===== config.mk =====
export PLATFORM = sky130hd
export DESIGN_NAME = dd_amb_cell
export DESIGN_NICKNAME = d
export VERILOG_FILES = /design/src/hdl/dd_ambiguity_tracker_defines.svh /design/src/hdl/dd_amb_pkg.sv /design/src/hdl/dd_amb_cell.sv
export SDC_FILE = /design/constraint.sdc
export NUM_CORES = 1
export LEC_CHECK = 0
export ABC_CLOCK_PERIOD_IN_PS = 1750
export BUFFER_PORTS_ARGS = -buffer_cell sky130_fd_sc_hd__buf_2
export CORE_UTILIZATION = 43
export CTS_CLUSTER_DIAMETER = 120
export DETAILED_ROUTE_END_ITERATION = 10
export PLACE_DENSITY_LB_ADDON = 0.08
export SLEW_MARGIN = 20
export SYNTH_ARGS = -nofsm -noshare
export SYNTH_HDL_FRONTEND = slang
export SYNTH_SLANG_ARGS = --single-unit

===== constraint.sdc =====
create_clock -name clk -period 1.75 [get_ports clk]
set_input_delay 0.2625 -clock clk [delete_from_list [all_inputs] [get_ports clk]]
set_output_delay 0.2625 -clock clk [all_outputs]
set_load 0.02 [all_outputs]

===== src/hdl/dd_ambiguity_tracker_defines.svh =====
// Assertion macros for the double-difference ambiguity tracker.
// Used by the top level only; expects clk and arst_n in scope.
`ifndef DD_AMBIGUITY_TRACKER_DEFINES_SVH
`define DD_AMBIGUITY_TRACKER_DEFINES_SVH

// same-cycle implication
`define DDA_ASSERT_NOW(lbl, ante, cons) \
	lbl: assert property (@(posedge clk) disable iff (!arst_n) (ante) |-> (cons)) \
		else $error("dd_ambiguity_tracker: assertion failed");

// next-cycle implication
`define DDA_ASSERT_NEXT(lbl, ante, cons) \
	lbl: assert property (@(posedge clk) disable iff (!arst_n) (ante) |=> (cons)) \
		else $error("dd_ambiguity_tracker: assertion failed");

`endif


===== src/hdl/dd_amb_pkg.sv =====
// Shared types and constants for the ambiguity tracker.
// No dependencies; used by dd_amb_cell and dd_ambiguity_tracker.
`timescale 1ns / 1ps

package dd_amb_pkg;

	localparam int TABLE_DEPTH_DEF = 256;
	localparam int IDX_MAX_W = 10;
	localparam int KEY_W = 18;
	localparam int BIAS_W = 48;
	localparam int CNT_W = 16;
	localparam int RATIO_W = 24;
	localparam int TIME_W = 32;
	localparam int TOL_W = 16;
	localparam int JUMP_W = 24;

	typedef logic [KEY_W-1:0] key_t;

	typedef struct packed {
		logic                 vld;
		key_t                 key;
		logic                 hit;
		logic [IDX_MAX_W-1:0] idx;
	} probe_t;

	typedef struct packed {
		logic                 en;
		logic [IDX_MAX_W-1:0] idx;
		key_t                 key;
	} insert_t;

	typedef struct packed {
		logic signed [BIAS_W-1:0] bias;
		logic signed [BIAS_W-1:0] prev_bias;
		logic [CNT_W-1:0]         count;
		logic [RATIO_W-1:0]       ratio;
		logic [TIME_W-1:0]        time_tag;
		logic [TIME_W-1:0]        prev_time;
	} entry_t;

	typedef enum logic [4:0] {
		ST_IDLE = 5'b00001,
		ST_SCAN = 5'b00010,
		ST_READ = 5'b00100,
		ST_DIFF = 5'b01000,
		ST_UPD  = 5'b10000
	} state_t;

	localparam logic REG_TOL = 1'b0;
	localparam logic REG_JUMP = 1'b1;

endpackage


===== src/hdl/dd_amb_cell.sv =====
// One key cell of the search chain: holds a slot key and its valid bit,
// compares the passing probe and hands it on. Depends on dd_amb_pkg.
`timescale 1ns / 1ps

module dd_amb_cell #(
	parameter int CELL_ID = 0
) (
	input  logic               clk,
	input  logic               arst_n,
	input  dd_amb_pkg::probe_t  probe_in,
	input  dd_amb_pkg::insert_t ins,
	output dd_amb_pkg::probe_t  probe_out
);
	import dd_amb_pkg::*;

	logic   valid_q;
	key_t   key_q;
	probe_t probe_q;
	probe_t probe_d;
	logic   ins_here;

	assign ins_here = ins.en && (ins.idx == IDX_MAX_W'(CELL_ID));

	always_ff @(posedge clk or negedge arst_n) begin
		if (!arst_n) begin
			valid_q <= 1'b0;
		end else if (ins_here) begin
			valid_q <= 1'b1;
		end
	end

	always_ff @(posedge clk) begin
		if (ins_here) begin
			key_q <= ins.key;
		end
	end

	always_comb begin
		probe_d = probe_in;
		if (probe_in.vld && !probe_in.hit && valid_q && (key_q == probe_in.key)) begin
			probe_d.hit = 1'b1;
			probe_d.idx = IDX_MAX_W'(CELL_ID);
		end
	end

	always_ff @(posedge clk or negedge arst_n) begin
		if (!arst_n) begin
			probe_q <= '0;
		end else begin
			probe_q <= probe_d;
		end
	end

	assign probe_out = probe_q;

endmodule


### Word level (Yosys, flattened, before mapping)

Index checks and enable logic that the tools add are counted.

* flip-flop bits (word level): 49
* bits in latches: 0
* bits in writable memories: 0
* ROM bits: 0
* input bits: 61
* output and inout bits: 30
* logic and storage cells: 14
* memories kept: 0

* $add $sub $neg: 0
* multiply operators: 0
* div/mod/pow operators: 0
* $lt $le $gt $ge: 0
* equal/unequal tests: 1
* shift-type cells: 0
* muxes and demuxes: 1
* bitwise gates (word level): 0
* reduce and logical (&&, ||, !) cells: 6

Operators with widths (count)
* 18-bit equality test: 1
* 11-bit 2-to-1 mux: 1
* 10-bit logical NOT: 1
* 1-bit logical AND: 4
* 1-bit logical NOT: 1

### Depth between registers and ports, before layout

* depth in word-level cells: 5
* depth in mapped cells: 5
* gate-level depth less buffers: 4

### Least setup slack after synthesis

Ideal clock, no wire load.

* kind: input to register
* from: input port ins[20] (netlist name)
* to: register key_q[0], enable pin
* setup time: 0.443 ns
* data arrival time: 2.414 ns
* required time: 1.307 ns
* setup slack: -1.107 ns
* stages: 3
* path buffers: 0
* path through: nor4b_1 nand2_1 nor4_1

* longest elaborated chain between the ends: 2

Ends and longest elaborated chain
* start: declaration: line dd_amb_cell.sv:11 `input dd_amb_pkg::insert_t ins,`
* 10-bit logical NOT: line dd_amb_cell.sv:22 `assign ins_here = ins.en && (ins.idx == IDX_MAX_W'(CELL_ID));`
* 1-bit logical AND: line dd_amb_cell.sv:22
* net ins_here: line dd_amb_cell.sv:20 `logic ins_here;`
* end signal: assignment: line dd_amb_cell.sv:34 `key_q <= ins.key;`
* end: declaration: line dd_amb_cell.sv:17 `key_t key_q;`

The timed path passes the listed nets, and every way through them passes these cells.
A chain may end at the register's enable or synchronous reset.

==> metrics.md <==
| Metric | Value |
|---|---|
| Critical Path Start Type | `register` |
| Pwr Density | `a little over 900 nW/um^2` |
| Pin count of the biggest net entering global routing | `32` |
| First-pass GRT wire length | `roughly 4700 um` |
| Port Buffer Count | `90` |
| # diodes | `0` |
| Warnings, synthesis | `0` |
| XOR/XNOR share of the synthesized area | `0.0955` |
| Multiplexer area fraction after synthesis | `0` |
| Ys flop type | `dfrtp_1` |
| Post-synthesis cell type count | `18` |
| Critical-path maximum fanout | `11` |
| Nets | `around 250` |
| Lkg Pwr | `around 1.0 nW` |
| Hold Slack | `-1.02 ps` |
| Max-cap viol count | `0` |
| Critical path's slowest cell | `edfxtp_1` |
| Initial antenna violation count | `0` |
| Final slew viol count | `0` |
| Synth Area in Adders | `0` |
| Core footprint | `around 3700 sq um` |
| Final setup vio count | `0` |
| Synth top cells by count | `dfrtp_1, edfxtp_1, xnor2_1` |
| Clock tree from TritonCTS | `built` |
| Number of setup buffers added after CTS | `0` |
| TritonRoute pass-1 iters | `3` |
| Maximum VDD drop | `between 0.4 and 0.5 mV` |
| Count leader, synth | `dfrtp_1` |
| Simple-gate share of the synthesized area | `0.0492` |
| Cell taking the most area after synthesis | `dfrtp_1` |
| Area Growth Syn to Fin | `37.9%` |
| Vias per inst | `~4.5` |
| Largest family of logic cells by synthesized area | `XOR/XNOR gates` |
| Post-route ant nets | `0` |
| DP Wirelength | `2300 um` |
| Critical-path cell list | `xnor2_1, nand4b_1, nor4_2, buf_4, a21boi_0` |
| Final Hold Vio Count | `4` |
| 1st-iter DRT viols | `52` |
| Share of the synthesized area in the top cell type | `0.470` |
| Clock Tree Root | `clkbuf_8` |
| Worst slack, placed | `approximately 140 ps` |
| # resized after CTS | `0` |
| WL/cell | `12.6 um` |
| Total nets after synthesis | `between 150 and 200` |
| Vias post-DR | `approximately 1,100` |
| EDFF count, synth | `18` |
| Worst Setup End Kind | `register` |
| Clk_lat worst skew | `roughly 290 ps` |
| Fmax | `between 600 and 700 MHz` |
| Starting Density | `0.451` |
| Largest stage delay on the critical path | `a little under 400 ps` |
| Critical path arrival | `roughly 1600 ps` |
| Hold-fix buffers, CTS | `0` |
| # placed instances | `231` |
| Cell count after synthesis | `92` |
| FF+latch count, synth | `a little under 50` |
| Syn Area/Cell | `18.0 sq um` |
| Layout cells sized above 1 | `0.539` |
| Max clock buf depth | `2` |
| Setup slack, reg-to-reg | `approximately 280 ps` |
| Ratio of final minimum period to clock period | `0.838` |
| Final core utilization | `0.622` |
| Number of global-route vias before repair | `1,063` |
| Fin worst setup slack | `284 ps` |
| Final WL | `around 3000 um` |
| # DRC | `0` |
| Sequential element share of the synthesized area | `0.797` |
| Die Ht | `about 64 um` |
| Worst slew pin tran | `about 680 ps` |
| Worst min path class | `primary input to async pin` |
| Clk slew on worst S/H paths | `80 ps` |
| Total negative slack | `0 ps` |
| RePlAce Congestion | `0.681` |
| Clock skew | `~3.6 ps` |
| Die extent in x | `between 60 and 70 um` |
| Htree depth | `2` |
| Fillers | `292` |
| Crit path time final | `approximately 1500 ps` |
| Multi-input logic area | `~340 sq um` |
| Outcome | `complete, but fails checks` |
| Io pins | `approximately 90` |
| Total Routing Usage GR | `0.165` |
| Mapped Area | `roughly 1700 sq um` |
| WS Path Type | `register to register` |
| Post-synthesis async set-or-reset flop share | `0.633` |
| CTS buffer count | `5` |
| RSZ-0062 raised after global routing | `no` |
| Row count | `22` |
| Die ar. | `around 4000 sq um` |
| Rel. slew slack | `0.546` |
| GR Overflow Total | `0` |
| Non-filler cells in the finished layout | `239` |
| Synth Area in Compound Gates | `0.0508` |
| Violations in the final reports | `negative hold slack` |
| Top post-synthesis cells by area | `dfrtp_1, edfxtp_1, xnor2_1` |
| Required time worst endpoint | `around 1900 ps` |
| Register area | `1320 sq um` |
| Sinks on Clock Net | `49` |
## worst paths after layout
path                         startpoint             to  cells after the start
min in group clk           probe_in[29]  probe_out[29]                      1
setup / recovery               key_q[6]   probe_out[4]                      5
hold / removal                   arst_n  probe_out[17]                      1
setup reg to reg               key_q[6]   probe_out[4]                      5
max in group asynchronous        arst_n   probe_out[3]                      1
hold reg to reg                 valid_q        valid_q                      1
## sequential cells by signal (all words and copies together), names as in the netlist
register and flops:
probe_out 30, key_q 18, valid_q 1
## cells in the final DEF (no fill, tap or decap), types with 2 or more instances in the layout
cell type	instances
edfxtp_1	18
a21boi_0	6
buf_2	90
nand4_1	3
xnor2_1	16
dfrtp_1	31
buf_4	3
xor2_1	2
a21boi_1	4
clkbuf_1	2
clkbuf_8	6
## critical path: cells and delay by family (launching register included)
family                    cells  cell delay (ps)
buffers and inverters         1              210
DFF                           1              390
and+or+nand+nor               2              450
AOI/OAI and AO/OA             1              110
xor gates and xnor gates      1              180
## power by group
part           internal [mW]  switching, mW  total (mW)
logic                 0.0936          0.114       0.207
registers               1.22        0.00754        1.23
clock network          0.322          0.329       0.652
## layer usage
metal  GRT usage  vias to the layer above  wire, um
met3      0.0536                        8       257
li1            -                      518         -
met4       0.111                        0        79
met5           0                        -         0
met2       0.275                       56      1530
met1       0.178                      493      1130
## per-stage QoR
| step | power, mW | hold WS, ps | cell area, sq um |
|---|---|---|---|
| 5_1_grt | 2.19 | 60.1 | 2280 |
| 4_1_cts | 2.12 | 21.8 | 2280 |
| 2_1_floorplan | 1.34 | -33.1 | 1670 |
| 3_5_place_dp | 1.47 | 347 | 2190 |
| 3_3_place_gp | 1.46 | 324 | 2190 |
| 6_report | 2.09 | -1.02 | 2280 |
## logic make-up (layout without fill, tap and decap cells)
logic type	count (synthesis)	after routing
simple gates	12	12
buf+inv	2	101
xor+xnor	18	18
compound gates	11	11
flops	49	49
## cell type report
type	instances	share of cell area
Sequential cell	49	0.578
Clock buffer	8	0.0396
Tap cell	48	0.0264
Multi-Input combinational cell	41	0.148
Timing Repair Buffer	93	0.208
(Power assumes the default switching activity.)
